==> config.mk <==
export PLATFORM = sky130hd
export DESIGN_NAME = bed_grid_bilinear_offset_flat
export DESIGN_NICKNAME = d
export VERILOG_FILES = /design/src/design/bgbo_pkg.sv /design/src/design/bgbo_if.sv /design/src/design/bgbo_ser_mul.sv /design/src/design/bed_grid_bilinear_offset.sv /design/src/flat_wrapper.sv
export SDC_FILE = /design/constraint.sdc
export NUM_CORES = 2
export LEC_CHECK = 0
export ABC_AREA = 0
export BUFFER_PORTS_ARGS = -buffer_cell sky130_fd_sc_hd__buf_4
export CORE_MARGIN = 5
export CORE_UTILIZATION = 25
export DETAILED_ROUTE_END_ITERATION = 10
export PLACE_DENSITY = 0.48
export SETUP_SLACK_MARGIN = 0.02
export SYNTH_ARGS = -nofsm -noshare
export SYNTH_HDL_FRONTEND = slang
export SYNTH_SLANG_ARGS = --single-unit
==> constraint.sdc <==
create_clock -name i_clk -period 4.5 [get_ports i_clk]
set_input_delay 0 -clock i_clk [delete_from_list [all_inputs] [get_ports i_clk]]
set_output_delay 0 -clock i_clk [all_outputs]
set_load 0.01 [all_outputs]
==> src/design/bgbo_pkg.sv <==
package bgbo_pkg;

    // Grid geometry. Entries are stored at row * MAX_COLS + col.
    localparam int MAX_ROWS = 8;
    localparam int MAX_COLS = 8;
    localparam int DEPTH    = MAX_ROWS * MAX_COLS;
    localparam int ADDR_W   = $clog2(DEPTH);
    localparam int ROW_W    = $clog2(MAX_ROWS);
    localparam int COL_W    = $clog2(MAX_COLS);
    localparam int RCNT_W   = $clog2(MAX_ROWS + 1);
    localparam int CCNT_W   = $clog2(MAX_COLS + 1);

    // Field widths of the words on the two channels.
    localparam int FUNC_W = 2;
    localparam int POS_W  = 16;
    localparam int SEL_W  = 3;
    localparam int HGT_W  = 16;

    // Configuration port.
    localparam int CFG_IDX_W  = 1;
    localparam int CFG_DATA_W = 4;
    localparam logic [CFG_IDX_W-1:0] CFG_ROWS = 1'b0;
    localparam logic [CFG_IDX_W-1:0] CFG_COLS = 1'b1;
    localparam logic [CFG_DATA_W-1:0] RST_ROWS = 4'd5;
    localparam logic [CFG_DATA_W-1:0] RST_COLS = 4'd5;

    // Function codes of an input word.
    localparam logic [FUNC_W-1:0] FN_WRITE = 2'd0;
    localparam logic [FUNC_W-1:0] FN_CLEAR = 2'd1;
    localparam logic [FUNC_W-1:0] FN_QUERY = 2'd2;

    // Fixed-point widths. A fraction is -255..255, a weight 1..511.
    localparam int FRAC_ONE = 256;
    localparam int FR_W     = 9;
    localparam int MP_W     = 10;
    localparam int MC_W     = 18;
    localparam int PROD_W   = 28;
    localparam int TERM_W   = PROD_W - 8;
    localparam int Z_W      = TERM_W + 1;
    localparam int MCNT_W   = $clog2(MP_W);

    typedef struct packed {
        logic                     start;
        logic signed [MC_W-1:0]   mcand;
        logic signed [MP_W-1:0]   mplier;
    } t_mul_req;

    typedef struct packed {
        logic                     done;
        logic signed [PROD_W-1:0] prod;
    } t_mul_rsp;

    // Divide by 256, truncating toward zero.
    function automatic logic signed [TERM_W-1:0] trunc8(input logic signed [PROD_W-1:0] p);
        logic signed [PROD_W-1:0] adj;
        adj = p[PROD_W-1] ? p + PROD_W'(255) : p;
        return adj[PROD_W-1:8];
    endfunction

endpackage

==> src/design/bgbo_if.sv <==
interface bgbo_req_if import bgbo_pkg::*; ();
    logic                     valid;
    logic                     ready;
    logic [FUNC_W-1:0]        func;
    logic signed [POS_W-1:0]  x_pos;
    logic signed [POS_W-1:0]  y_pos;
    logic [SEL_W-1:0]         row_sel;
    logic [SEL_W-1:0]         col_sel;
    logic signed [HGT_W-1:0]  height_value;

    modport source (output valid, func, x_pos, y_pos, row_sel, col_sel, height_value,
                    input ready);
    modport sink   (input valid, func, x_pos, y_pos, row_sel, col_sel, height_value,
                    output ready);
endinterface

interface bgbo_rsp_if import bgbo_pkg::*; ();
    logic                     valid;
    logic                     ready;
    logic signed [HGT_W-1:0]  z_offset;
    logic                     outside_grid;

    modport source (output valid, z_offset, outside_grid, input ready);
    modport sink   (input valid, z_offset, outside_grid, output ready);
endinterface

==> src/design/bgbo_ser_mul.sv <==
module bgbo_ser_mul import bgbo_pkg::*; (
    input  logic     i_clk,
    input  logic     i_rst_n,
    input  t_mul_req i_req,
    output t_mul_rsp o_rsp
);

    // Radix-2 shift-add multiplier: one multiplier bit per cycle, with the
    // top bit carrying negative weight.
    logic                     r_busy;
    logic                     r_done;
    logic [MCNT_W-1:0]        r_cnt;
    logic signed [PROD_W-1:0] r_mc;
    logic [MP_W-1:0]          r_mpl;
    logic signed [PROD_W-1:0] r_acc;
    logic signed [PROD_W-1:0] w_addend;
    logic                     w_last;

    assign w_addend = r_mpl[0] ? r_mc : '0;
    assign w_last   = (r_cnt == MCNT_W'(MP_W - 1));

    always_ff @(posedge i_clk) begin
        if (!i_rst_n) begin
            r_busy <= 1'b0;
            r_done <= 1'b0;
        end else begin
            r_done <= r_busy && w_last;
            if (i_req.start) begin
                r_busy <= 1'b1;
            end else if (r_busy && w_last) begin
                r_busy <= 1'b0;
            end
        end
    end

    always_ff @(posedge i_clk) begin
        if (i_req.start) begin
            r_mc  <= PROD_W'(i_req.mcand);
            r_mpl <= i_req.mplier;
            r_cnt <= '0;
            r_acc <= '0;
        end else if (r_busy) begin
            r_acc <= w_last ? r_acc - w_addend : r_acc + w_addend;
            r_mc  <= r_mc <<< 1;
            r_mpl <= r_mpl >> 1;
            r_cnt <= r_cnt + MCNT_W'(1);
        end
    end

    assign o_rsp.done = r_done;
    assign o_rsp.prod = r_acc;

endmodule

==> src/design/bed_grid_bilinear_offset.sv <==
// A write or clear word is taken in idle, and the block is ready again next cycle.
// A query inside the grid yields its result word after six products run one after another
// through a bit-serial multiplier, each corner being read from the grid before its product;
// the next word is taken no sooner than the result word is loaded into the output register.
// A query outside the grid skips the reads and products and goes straight to its result.
// Reset (synchronous, active low) marks every grid entry as zero and sets both counts to 5.
module bed_grid_bilinear_offset import bgbo_pkg::*; (
    input  logic                  i_clk,
    input  logic                  i_rst_n,
    bgbo_req_if.sink              i_req,
    bgbo_rsp_if.source            o_rsp,
    input  logic                  i_cfg_we,
    input  logic [CFG_IDX_W-1:0]  i_cfg_idx,
    input  logic [CFG_DATA_W-1:0] i_cfg_data
);

    // Sequencer states.
    localparam logic [2:0] S_IDLE = 3'd0;
    localparam logic [2:0] S_RD   = 3'd1;
    localparam logic [2:0] S_GO   = 3'd2;
    localparam logic [2:0] S_WAIT = 3'd3;
    localparam logic [2:0] S_FIN  = 3'd4;

    // Steps of a query. Steps 0..3 take one corner each from the grid,
    // step 4 weights the second row blend and step 5 the first.
    localparam logic [2:0] STEP_A    = 3'd0;
    localparam logic [2:0] STEP_B    = 3'd1;
    localparam logic [2:0] STEP_C    = 3'd2;
    localparam logic [2:0] STEP_D    = 3'd3;
    localparam logic [2:0] STEP_FY   = 3'd4;
    localparam logic [2:0] STEP_LAST = 3'd5;

    localparam int Z_MAX = 32767;
    localparam int Z_MIN = -32768;

    function automatic logic [ADDR_W-1:0] grid_addr(input int row, input int col);
        return ADDR_W'(row * MAX_COLS + col);
    endfunction

    // Configuration registers and their effective counts. A zero count acts
    // as one and a count above the grid size acts as the grid size.
    logic [CFG_DATA_W-1:0] r_rows;
    logic [CFG_DATA_W-1:0] r_cols;
    logic [RCNT_W-1:0]     w_nr;
    logic [CCNT_W-1:0]     w_nc;

    always_ff @(posedge i_clk) begin
        if (!i_rst_n) begin
            r_rows <= RST_ROWS;
            r_cols <= RST_COLS;
        end else if (i_cfg_we) begin
            case (i_cfg_idx)
                CFG_ROWS: r_rows <= i_cfg_data;
                CFG_COLS: r_cols <= i_cfg_data;
                default: ;
            endcase
        end
    end

    always_comb begin
        if (r_rows == '0) begin
            w_nr = RCNT_W'(1);
        end else if (int'(r_rows) > MAX_ROWS) begin
            w_nr = RCNT_W'(MAX_ROWS);
        end else begin
            w_nr = RCNT_W'(r_rows);
        end
        if (r_cols == '0) begin
            w_nc = CCNT_W'(1);
        end else if (int'(r_cols) > MAX_COLS) begin
            w_nc = CCNT_W'(MAX_COLS);
        end else begin
            w_nc = CCNT_W'(r_cols);
        end
    end

    // Control registers.
    logic [2:0] r_state;
    logic [2:0] n_state;
    logic [2:0] r_step;
    logic [2:0] n_step;

    logic w_accept;
    logic w_query;
    logic w_wr;
    logic w_clr;

    assign i_req.ready = (r_state == S_IDLE);
    assign w_accept    = i_req.valid && i_req.ready;
    assign w_query     = w_accept && (i_req.func == FN_QUERY);
    assign w_clr       = w_accept && (i_req.func == FN_CLEAR);
    assign w_wr        = w_accept && (i_req.func == FN_WRITE)
                         && (int'(i_req.row_sel) < int'(w_nr))
                         && (int'(i_req.col_sel) < int'(w_nc));

    // Query decode. Truncation toward zero: a negative coordinate with a
    // nonzero fraction moves its cell up by one and keeps a negative fraction.
    logic                  w_xneg;
    logic                  w_yneg;
    logic signed [8:0]     w_xi;
    logic signed [8:0]     w_yi;
    logic signed [FR_W-1:0] w_fx;
    logic signed [FR_W-1:0] w_fy;
    logic                  w_outside;
    logic [ROW_W-1:0]      w_xa;
    logic [ROW_W-1:0]      w_xb;
    logic [COL_W-1:0]      w_ya;
    logic [COL_W-1:0]      w_yb;

    assign w_xneg = i_req.x_pos[POS_W-1] && (i_req.x_pos[7:0] != '0);
    assign w_yneg = i_req.y_pos[POS_W-1] && (i_req.y_pos[7:0] != '0);
    assign w_xi   = 9'($signed(i_req.x_pos[POS_W-1:8])) + (w_xneg ? 9'sd1 : 9'sd0);
    assign w_yi   = 9'($signed(i_req.y_pos[POS_W-1:8])) + (w_yneg ? 9'sd1 : 9'sd0);
    assign w_fx   = {w_xneg, i_req.x_pos[7:0]};
    assign w_fy   = {w_yneg, i_req.y_pos[7:0]};

    assign w_outside = (int'(w_xi) < 0) || (int'(w_xi) >= int'(w_nr))
                    || (int'(w_yi) < 0) || (int'(w_yi) >= int'(w_nc));

    // The neighbor of the last row or column in use is that row or column.
    assign w_xa = ROW_W'(w_xi);
    assign w_ya = COL_W'(w_yi);
    assign w_xb = (int'(w_xi) == int'(w_nr) - 1) ? w_xa : w_xa + ROW_W'(1);
    assign w_yb = (int'(w_yi) == int'(w_nc) - 1) ? w_ya : w_ya + COL_W'(1);

    // Grid memory with one valid bit per entry; an entry that is not valid
    // reads as zero, so a clear only drops the valid bits.
    logic [HGT_W-1:0]  r_mem [DEPTH];
    logic [DEPTH-1:0]  r_vld;
    logic [HGT_W-1:0]  r_rdata;
    logic              r_rvld;
    logic [ADDR_W-1:0] w_waddr;
    logic [ADDR_W-1:0] w_raddr;

    logic [ROW_W-1:0] r_xa;
    logic [ROW_W-1:0] r_xb;
    logic [COL_W-1:0] r_ya;
    logic [COL_W-1:0] r_yb;

    assign w_waddr = grid_addr(int'(i_req.row_sel), int'(i_req.col_sel));

    always_comb begin
        case (r_step)
            STEP_A:  w_raddr = grid_addr(int'(r_xa), int'(r_ya));
            STEP_B:  w_raddr = grid_addr(int'(r_xb), int'(r_ya));
            STEP_C:  w_raddr = grid_addr(int'(r_xa), int'(r_yb));
            STEP_D:  w_raddr = grid_addr(int'(r_xb), int'(r_yb));
            default: w_raddr = grid_addr(int'(r_xa), int'(r_ya));
        endcase
    end

    always_ff @(posedge i_clk) begin
        if (!i_rst_n || w_clr) begin
            r_vld <= '0;
        end else if (w_wr) begin
            r_vld[w_waddr] <= 1'b1;
        end
    end

    always_ff @(posedge i_clk) begin
        if (w_wr) begin
            r_mem[w_waddr] <= i_req.height_value;
        end
        r_rdata <= r_mem[w_raddr];
        r_rvld  <= r_vld[w_raddr];
    end

    // Operands and partial results of the blend.
    logic signed [FR_W-1:0]   r_fx;
    logic signed [FR_W-1:0]   r_fy;
    logic signed [TERM_W-1:0] r_acc;
    logic signed [MC_W-1:0]   r_r1;
    logic signed [MC_W-1:0]   r_r2;
    logic [HGT_W-1:0]         r_z;
    logic                     r_zout;

    logic signed [MP_W-1:0]   w_fx_e;
    logic signed [MP_W-1:0]   w_fy_e;
    logic signed [MP_W-1:0]   w_wx;
    logic signed [MP_W-1:0]   w_wy;
    logic signed [MC_W-1:0]   w_corner;
    logic signed [TERM_W-1:0] w_term;
    logic signed [Z_W-1:0]    w_sum;
    logic [HGT_W-1:0]         w_sat;

    t_mul_req w_mreq;
    t_mul_rsp w_mrsp;

    assign w_fx_e   = MP_W'(r_fx);
    assign w_fy_e   = MP_W'(r_fy);
    assign w_wx     = MP_W'(FRAC_ONE) - w_fx_e;
    assign w_wy     = MP_W'(FRAC_ONE) - w_fy_e;
    assign w_corner = r_rvld ? MC_W'($signed(r_rdata)) : '0;

    always_comb begin
        w_mreq.start = (r_state == S_GO);
        case (r_step)
            STEP_A: begin
                w_mreq.mcand  = w_corner;
                w_mreq.mplier = w_wx;
            end
            STEP_B: begin
                w_mreq.mcand  = w_corner;
                w_mreq.mplier = w_fx_e;
            end
            STEP_C: begin
                w_mreq.mcand  = w_corner;
                w_mreq.mplier = w_wx;
            end
            STEP_D: begin
                w_mreq.mcand  = w_corner;
                w_mreq.mplier = w_fx_e;
            end
            STEP_FY: begin
                w_mreq.mcand  = r_r2;
                w_mreq.mplier = w_fy_e;
            end
            default: begin
                w_mreq.mcand  = r_r1;
                w_mreq.mplier = w_wy;
            end
        endcase
    end

    bgbo_ser_mul u_mul (
        .i_clk   (i_clk),
        .i_rst_n (i_rst_n),
        .i_req   (w_mreq),
        .o_rsp   (w_mrsp)
    );

    // Each product is truncated toward zero before it is added to its pair.
    assign w_term = trunc8(w_mrsp.prod);
    assign w_sum  = Z_W'(r_acc) + Z_W'(w_term);

    always_comb begin
        if (int'(w_sum) > Z_MAX) begin
            w_sat = HGT_W'(Z_MAX);
        end else if (int'(w_sum) < Z_MIN) begin
            w_sat = HGT_W'(Z_MIN);
        end else begin
            w_sat = w_sum[HGT_W-1:0];
        end
    end

    // Sequencer: read a corner, start the multiplier, wait for its product.
    // The last two steps need no read and start right away.
    always_comb begin
        n_state = r_state;
        n_step  = r_step;
        case (r_state)
            S_IDLE: begin
                if (w_query) begin
                    n_step  = STEP_A;
                    n_state = w_outside ? S_FIN : S_RD;
                end
            end
            S_RD: begin
                n_state = S_GO;
            end
            S_GO: begin
                n_state = S_WAIT;
            end
            S_WAIT: begin
                if (w_mrsp.done) begin
                    if (r_step == STEP_LAST) begin
                        n_state = S_FIN;
                    end else begin
                        n_step  = r_step + 3'd1;
                        n_state = (r_step < STEP_D) ? S_RD : S_GO;
                    end
                end
            end
            S_FIN: begin
                if (!o_rsp.valid || o_rsp.ready) begin
                    n_state = S_IDLE;
                end
            end
            default: begin
                n_state = S_IDLE;
            end
        endcase
    end

    always_ff @(posedge i_clk) begin
        if (!i_rst_n) begin
            r_state <= S_IDLE;
            r_step  <= STEP_A;
        end else begin
            r_state <= n_state;
            r_step  <= n_step;
        end
    end

    always_ff @(posedge i_clk) begin
        if (w_query) begin
            r_xa   <= w_xa;
            r_xb   <= w_xb;
            r_ya   <= w_ya;
            r_yb   <= w_yb;
            r_fx   <= w_fx;
            r_fy   <= w_fy;
            r_z    <= '0;
            r_zout <= w_outside;
        end
        if (r_state == S_WAIT && w_mrsp.done) begin
            case (r_step)
                STEP_B:    r_r1 <= MC_W'(w_sum);
                STEP_D:    r_r2 <= MC_W'(w_sum);
                STEP_LAST: begin
                    r_z    <= w_sat;
                    r_zout <= 1'b0;
                end
                default:   r_acc <= w_term;
            endcase
        end
    end

    // Output register: the finished word waits here, so the sequencer goes
    // back to idle and takes the next input word while this one is pending.
    logic             r_ovalid;
    logic [HGT_W-1:0] r_oz;
    logic             r_oout;
    logic             w_load;

    assign w_load = (r_state == S_FIN) && (!r_ovalid || o_rsp.ready);

    always_ff @(posedge i_clk) begin
        if (!i_rst_n) begin
            r_ovalid <= 1'b0;
        end else if (w_load) begin
            r_ovalid <= 1'b1;
        end else if (o_rsp.ready) begin
            r_ovalid <= 1'b0;
        end
    end

    always_ff @(posedge i_clk) begin
        if (w_load) begin
            r_oz   <= r_z;
            r_oout <= r_zout;
        end
    end

    assign o_rsp.valid        = r_ovalid;
    assign o_rsp.z_offset     = r_oz;
    assign o_rsp.outside_grid = r_oout;

`ifndef SYNTHESIS
    // The multiplier only finishes while the sequencer waits for it.
    a_mul_done_in_wait: assert property (@(posedge i_clk) disable iff (!i_rst_n)
        w_mrsp.done |-> (r_state == S_WAIT))
        else $error("multiplier finished outside its wait state");

    // A query occupies the block, so nothing else is taken on the next cycle.
    a_query_blocks: assert property (@(posedge i_clk) disable iff (!i_rst_n)
        (w_accept && i_req.func == FN_QUERY) |=> !i_req.ready)
        else $error("input taken right after a query");

    // A position outside the grid always reports a zero offset.
    a_outside_zero: assert property (@(posedge i_clk) disable iff (!i_rst_n)
        (o_rsp.valid && o_rsp.outside_grid) |-> (o_rsp.z_offset == '0))
        else $error("outside flag with nonzero offset");
`endif

endmodule
==> src/flat_wrapper.sv <==
// flat-port wrapper written by rule: the top's interface ports become plain ports
module bed_grid_bilinear_offset_flat import bgbo_pkg::*;
  (i_clk, i_rst_n, i_cfg_we, i_cfg_idx, i_cfg_data, i_req_valid, i_req_func, i_req_x_pos, i_req_y_pos, i_req_row_sel, i_req_col_sel, i_req_height_value, i_req_ready, o_rsp_valid, o_rsp_z_offset, o_rsp_outside_grid, o_rsp_ready);
  bgbo_req_if i_req_i ();
  bgbo_rsp_if o_rsp_i ();
  input  logic i_clk;
  input  logic i_rst_n;
  input  logic i_cfg_we;
  input  logic [CFG_IDX_W-1:0] i_cfg_idx;
  input  logic [CFG_DATA_W-1:0] i_cfg_data;
  input wire logic [$bits(i_req_i.valid)-1:0] i_req_valid;
  input wire logic [$bits(i_req_i.func)-1:0] i_req_func;
  input wire logic [$bits(i_req_i.x_pos)-1:0] i_req_x_pos;
  input wire logic [$bits(i_req_i.y_pos)-1:0] i_req_y_pos;
  input wire logic [$bits(i_req_i.row_sel)-1:0] i_req_row_sel;
  input wire logic [$bits(i_req_i.col_sel)-1:0] i_req_col_sel;
  input wire logic [$bits(i_req_i.height_value)-1:0] i_req_height_value;
  output wire logic [$bits(i_req_i.ready)-1:0] i_req_ready;
  output wire logic [$bits(o_rsp_i.valid)-1:0] o_rsp_valid;
  output wire logic [$bits(o_rsp_i.z_offset)-1:0] o_rsp_z_offset;
  output wire logic [$bits(o_rsp_i.outside_grid)-1:0] o_rsp_outside_grid;
  input wire logic [$bits(o_rsp_i.ready)-1:0] o_rsp_ready;
  assign i_req_i.valid = i_req_valid;
  assign i_req_i.func = i_req_func;
  assign i_req_i.x_pos = i_req_x_pos;
  assign i_req_i.y_pos = i_req_y_pos;
  assign i_req_i.row_sel = i_req_row_sel;
  assign i_req_i.col_sel = i_req_col_sel;
  assign i_req_i.height_value = i_req_height_value;
  assign i_req_ready = i_req_i.ready;
  assign o_rsp_valid = o_rsp_i.valid;
  assign o_rsp_z_offset = o_rsp_i.z_offset;
  assign o_rsp_outside_grid = o_rsp_i.outside_grid;
  assign o_rsp_i.ready = o_rsp_ready;
  bed_grid_bilinear_offset u_core (.i_clk(i_clk), .i_rst_n(i_rst_n), .i_req(i_req_i), .o_rsp(o_rsp_i), .i_cfg_we(i_cfg_we), .i_cfg_idx(i_cfg_idx), .i_cfg_data(i_cfg_data));
endmodule
Word-level counts from Yosys, hierarchy flattened
Memory sizes are Yosys's and may differ from the RTL's. A register that Yosys moved wholly into a read port is not among the register bits.
Cells that the tools add are included.

cells by class
  add/subtract/negate cells = 19
  $lt $le $gt $ge = 14
  equal/unequal tests = 18
  multiplexer cells = 47
  bitwise gates (word level) = 3
  reductions and logical operators = 40

operator list
  operator                                                                 number
  28-bit two-way mux                                                       5
  28-bit one-hot mux with 3 select lines                                   1
  16-bit two-way mux                                                       5
  64-bit OR                                                                1
  6-bit by 3-bit adder with 6-bit output                                   5
  3-bit two-way mux                                                        10
  28-bit adder                                                             1
  28-bit by 9-bit adder with 28-bit output (second input constant)         1
  28-bit subtractor                                                        1
  20-bit by 20-bit adder with 21-bit output                                1
  21-bit by 16-bit > comparator with 1-bit output (second input constant)  1
  21-bit by 16-bit < comparator with 1-bit output (second input constant)  1
  10-bit two-way mux                                                       2
  10-bit by 9-bit subtractor with 10-bit output (first input constant)     2
  8-bit by 2-bit adder with 9-bit output                                   2
  9-bit by 5-bit equality test with 1-bit output                           2
  9-bit by 5-bit greater-or-equal comparator with 1-bit output             2
  9-bit by 1-bit < comparator with 1-bit output (second input constant)    2
  18-bit two-way mux                                                       1
  6-bit one-hot mux with 3 select lines                                    1
  4-bit two-way mux                                                        4
  8-bit nonzero test                                                       2
  3-bit one-hot mux with 5 select lines                                    1
  6-bit by 7-bit < comparator with 1-bit output (second input constant)    2
  other kinds (33)                                                         85

word-level totals
  bits in registers = 272
  bits in writable memories = 1024
  input bits = 66
  word-level logic and storage cells = 168
  memories = 1

memory list
  name          words  bits a word  read ports  clocked after memory_dff  write ports  RTL line                         source
  u_core.r_mem  64     16           1           1                         1            bed_grid_bilinear_offset.sv:128  logic [HGT_W-1:0] r_mem [DEPTH];

Depth between registers and ports, before layout
  depth after elaboration = 11
  gate-level depth with buffers = 23
  gate-level depth less buffers = 20

Cells and area by module
From an unflattened synthesis, not the netlist that was laid out.

unflattened totals
  cells, all modules = 4900
  area, all modules = 56731.9 um^2

by module, submodules not included
  module                    instances  cells each  area an instance (um^2)
  bed_grid_bilinear_offset  1          4332        51712.1
  bgbo_ser_mul              1          568         5019.8

Least setup slack after synthesis
OpenSTA, ideal clock, no wires.

  path type = reg2reg
  from = register u_core.u_mul.r_mpl[0]
  to = register u_core.u_mul.r_acc[27]
  setup time = 116 ps
  data arrival time = 4117 ps
  required time = 4384 ps
  path slack = 267 ps
  cell stages (with the launch flop) = 21
  clock period less this slack = 4233 ps
  cells stage by stage = edfxtp_1 clkbuf_1 clkbuf_1 buf_1 nand2_1 ha_1 o21a_1 a21oi_1 o21ba_2 nor2_1 a311oi_1 ha_1 a21o_1 a21o_1 a21oi_1 o21ai_1 a21oi_1 a31oi_1 or4_1 nand4_1 nor2_1

on the way
  longest elaborated chain between the ends = 3

RTL lines
  item                                               RTL line            source
  from (decl)                                        bgbo_ser_mul.sv:14  logic [MP_W-1:0] r_mpl;
  from (signal assigned)                             bgbo_ser_mul.sv:39  r_mpl <= i_req.mplier;
  from (signal assigned)                             bgbo_ser_mul.sv:45  r_mpl <= r_mpl >> 1;
  28-bit two-way mux *                               bgbo_ser_mul.sv:19  assign w_addend = r_mpl[0] ? r_mc : '0;
  28-bit adder or 28-bit subtractor (tied branches)  bgbo_ser_mul.sv:43  r_acc <= w_last ? r_acc - w_addend : r_acc + w_addend;
  28-bit two-way mux *                               bgbo_ser_mul.sv:43
  to (signal assigned)                               bgbo_ser_mul.sv:43
  to (decl)                                          bgbo_ser_mul.sv:15  logic signed [PROD_W-1:0] r_acc;

Every way passes the cells marked *; elsewhere a longest branch is shown, timed or not.
A chain may end at the register's enable or synchronous reset.

Worst setup path in the final report
  from = register u_core.u_mul.r_acc[3]
  to = register u_core.r_z[2]

on the way
  longest elaborated chain between the ends = 8

RTL lines
  item                                             RTL line                         source
  28-bit by 9-bit adder with 28-bit output *       bgbo_pkg.sv:56                   adj = p[PROD_W-1] ? p + PROD_W'(255) : p;
  28-bit two-way mux *                             bgbo_pkg.sv:56
  named net u_core.w_term[0]                       bed_grid_bilinear_offset.sv:182  logic signed [TERM_W-1:0] w_term;
  20-bit by 20-bit adder with 21-bit output *      bed_grid_bilinear_offset.sv:234  assign w_sum = Z_W'(r_acc) + Z_W'(w_term);
  21-bit by 16-bit < comparator with 1-bit output  bed_grid_bilinear_offset.sv:239  end else if (int'(w_sum) < Z_MIN) begin
  16-bit two-way mux                               bed_grid_bilinear_offset.sv:239
  16-bit two-way mux *                             bed_grid_bilinear_offset.sv:237  if (int'(w_sum) > Z_MAX) begin
  16-bit two-way mux *                             bed_grid_bilinear_offset.sv:307  case (r_step)
  16-bit two-way mux *                             bed_grid_bilinear_offset.sv:306  if (r_state == S_WAIT && w_mrsp.done) begin
  to (signal assigned)                             bed_grid_bilinear_offset.sv:311  r_z <= w_sat;
  to (decl)                                        bed_grid_bilinear_offset.sv:174  logic [HGT_W-1:0] r_z;

Mark *: on every way through the listed nets, which the timed path passes. The rest lies on a longest branch.

==> run metrics <==
Synth area leaders=edfxtp_1 (63%), a211oi_1 (5.4%), dfxtp_1 (5.3%), nand2_1 (4.6%), a311oi_1 (2.2%); Synth Flop Type=edfxtp_1; hold depth=7; DR vias/cell=4.767; Tot GR Track Use=0.1363; Synth Area in Adders=0.01798; post-synthesis xor/xnor area fraction=0.01410; Post-Syn Instances=4,358; vias in the first global route=35,305; reported max-cap violation count=0; share of cells above drive strength 1=0.1218; initial antenna violation count=5; Num CTS Buffers=143; Worst-Margin Slew=1.068 ns; core area=222,100 sq um; Die Y=about 480 um; minimum clock period=4.305 ns; Max-Slew Margin vs Limit=0.2879; worst-path maximum fanout=15; worst r2r path cells=17; total grt overflow=0; top cell type's share of synthesized area=0.6270; Setup CP Type=flop to flop; clk root buf=clkbuf_16; CTS Sinks=approximately 1,300; fraction of registers with async set/reset=0; Worst Skew=0.02479 ns; Non-Filler Instances=7,723; CTS tree=built; post-synthesis simple-gate area fraction=0.1096; Placer Congestion=around 0.8; Synth Area per Inst=12.80 sq um; sequential fraction of the synthesis area=0.6797; Synth Area in Compound Gates=0.1509; Max Buffers Root-to-Sink=3; leakage power=21.95 nW; r2r setup slk=between 0.15 and 0.2 ns; total die area=232,700 sq um; fin nets=roughly 4,800; final setup fails=0; peak supply drop=0.2943 mV; Max Clock Freq=0.2323 GHz; mux contribution to synthesized area=0.005247; Final ANT Viol Nets=0; Iter 0 DRT Violations=2,817; Unique masters post-synth=87; # DRC=0; Reg clk slew, reported paths=0.06 ns; Required @ worst endpoint=5.16 ns; HPWL after DPL=97.52 mm; RSZ-0062 raised after global routing=yes; wire per inst=21.11 um; Mapped Nets=between 4,000 and 5,000; outcome=finished clean; first-pass GRT wire length=about 240 mm; I/O Buffers=84; Yosys reg bits=1,312; DR vias=36,815; Pre-antenna DRT Iters=6; Initial Util=0.2512; synth warn=0; Hold Violations, Final=0; Critical Path Start Type=flop; total I/O pin count=85; Post-synth EDFFs=1,165; power per cell area=410.7 nW/um^2; die width=482.4 um; area grow syn2layout=20.27%; fin crit share=0.9567; Worst Path Arrival=4.96 ns; largest family of logic cells by synthesized area=compound AO/OA/AOI/OAI gates; CTS H-tree lvls=4; Crit. End Element=flop; worst hold-check path type=input port to flop; largest net degree at the start of global routing=86; largest area contributor in the netlist=edfxtp_1; Detailed Route WL=between 150 and 200 mm; placed insts=7,364; setup_tns=0 ns; row count=between 150 and 200; clock latency at the later pin of the worst-skew pair=0.78 ns; cell area after synthesis=55,800 sq um; final slew viol count=0; Fillers=22,416
==> cell type report <==
type,instances,area (sq um),share of cell area
Timing Repair Buffer,413,3884,0.05787
Tap cell,2975,3722,0.05547
Clock buffer,198,4056,0.06045
Multi-Input combinational cell,2722,16780,0.2500
Sequential cell,1312,37930,0.5652
Inverter,28,105.1,0.001566
Clock inverter,66,610.6,0.009099
Antenna cell,9,22.52,0.0003356
==> per-stage QoR <==
| step | worst slack, ns | power [W] | utilization | cell area (sq um) | hold slack (ns) |
|---|---|---|---|---|---|
| final | 0.1948 | 0.02756 | 0.3022 | 67110 | 0.05035 |
| after global routing | -0.01694 | 0.02862 | 0.3021 | 67090 | 0.08564 |
| after CTS | 0.06889 | 0.02787 | 0.3018 | 67020 | 0.002094 |
| after detailed placement | 0.05763 | 0.01600 | 0.2770 | 61520 | 0.1925 |
| after global placement | 0.05954 | 0.01598 | 0.2770 | 61520 | 0.1922 |
| after floorplan | 0.2672 | 0.01499 | - | 55800 | 0.09887 |
==> state kept, by name, indices dropped and copies added (netlist names), 4 cells and up <==
name                   cells
u_core.r_fx                9
u_core.r_r1               18
u_core.u_mul.r_mc         28
u_core.r_z                16
u_core.u_mul.r_mpl        10
u_core.r_mem            1024
u_core.r_cols              4
u_core.r_r2               18
u_core.o_rsp.z_offset     16
u_core.r_fy                9
u_core.u_mul.r_acc        28
u_core.r_vld              64
u_core.r_acc              20
u_core.u_mul.r_cnt         4
u_core.r_rdata            16
u_core.r_rows              4
==> metal layers <==
metal | part of all wire | GRT usage | wire length, um
met5 | 0 | 0 | 0
met4 | 0.018 | 0.03252 | 2942
met3 | 0.048 | 0.01946 | 7758
met2 | 0.44 | 0.2033 | 71220
met1 | 0.50 | 0.2076 | 81150
==> kinds of logic (layout without fill, tap and decap cells) <==
kind of cell             count (synthesis)  count (layout)
AND/OR/NAND/NOR                       1333            1334
flip-flops                            1312            1312
AO/OA/AOI/OAI                         1191            1191
buffers and inverters                  325             705
XOR/XNOR                                89              89
adder cells (fa/ha/maj)                 79              79
multiplexers                            29              29
other                                    0               9
==> worst max-delay path, stage by stage, from the launching register on <==
cell and delay, ns:
dfxtp_1 0.33, nor4_2 0.29, nand2_1 0.18, and2_4 0.23, xor2_1 0.16, ha_2 0.22
fa_1 0.43, a211oi_2 0.24, o211ai_1 0.18, a2111oi_4 0.46, o21bai_2 0.15, a221oi_2 0.36
xnor2_1 0.16, nand2_1 0.09, nor4_1 0.05, o21a_1 0.21, buf_12 0.15, a221o_1 0.29
==> report_power, final <==
part           leakage (nW)  switching [W]  internal [W]  total (W)
combinational          7.96        0.00147      0.000844    0.00231
sequential             11.7       0.000117        0.0134     0.0135
clock                  2.29        0.00498       0.00676     0.0117
total                  22.0        0.00656        0.0210     0.0276
==> synthesized netlist by cell type (all sizes together), types with 5 or more instances <==
| master | n |
|---|---|
| mux2i | 27 |
| a222oi | 5 |
| a22o | 8 |
| xor2 | 30 |
| and2 | 276 |
| nand2 | 677 |
| or3 | 10 |
| a31oi | 165 |
| dfxtp | 147 |
| a311oi | 139 |
| a211oi | 399 |
| edfxtp | 1165 |
| o21bai | 9 |
| buf | 48 |
| a32oi | 16 |
| and3 | 13 |
| a221oi | 6 |
| ha | 77 |
| nand3 | 37 |
| o21a | 76 |
| nor3 | 28 |
| nor3b | 6 |
| nand3b | 6 |
| nand2b | 11 |
| a221o | 12 |
| a21oi | 199 |
| nand4 | 15 |
| o21ai | 71 |
| clkbuf | 249 |
| a21boi | 9 |
| o31ai | 6 |
| nor2b | 16 |
| inv | 28 |
| or2 | 6 |
| a21o | 23 |
| o211ai | 10 |
| nor4 | 14 |
| nor2 | 203 |
| xnor2 | 59 |
==> path summary, 6_finish.rpt <==
path | from | end
setup reg to reg | u_core.u_mul.r_acc[3] | u_core.r_z[2]
hold reg to reg | u_core.r_vld[40] | u_core.r_vld[40]
hold / removal | i_req_y_pos[13] | u_core.r_state[0]
setup / recovery | u_core.u_mul.r_acc[3] | u_core.r_z[2]
==> placed cells by master (no fill, tap or decap), types with 58 or more instances in the layout <==
| cell | count |
|---|---|
| edfxtp_1 | 1165 |
| o21a_1 | 76 |
| ha_1 | 76 |
| dfxtp_1 | 146 |
| buf_4 | 284 |
| dlygate4sd3_1 | 83 |
| a311oi_1 | 139 |
| a211oi_1 | 398 |
| a31oi_1 | 165 |
| o21ai_0 | 65 |
| nand2_1 | 677 |
| a21oi_1 | 197 |
| and2_0 | 125 |
| and2_1 | 149 |
| nor2_1 | 202 |
| xnor2_1 | 58 |
| clkbuf_16 | 151 |
==> what timing repair did <==
item | in CTS | in global routing
hold endpoints to repair | 1089 | 0
endpoints found under the setup margin | 11 | 24
gates cloned | 0 | 1
resized for setup | 1 | 11
hold buffers | 83 | 0
pin swaps | 0 | 9
setup buffers | 0 | 2
Power figures use the tool's default switching activity.
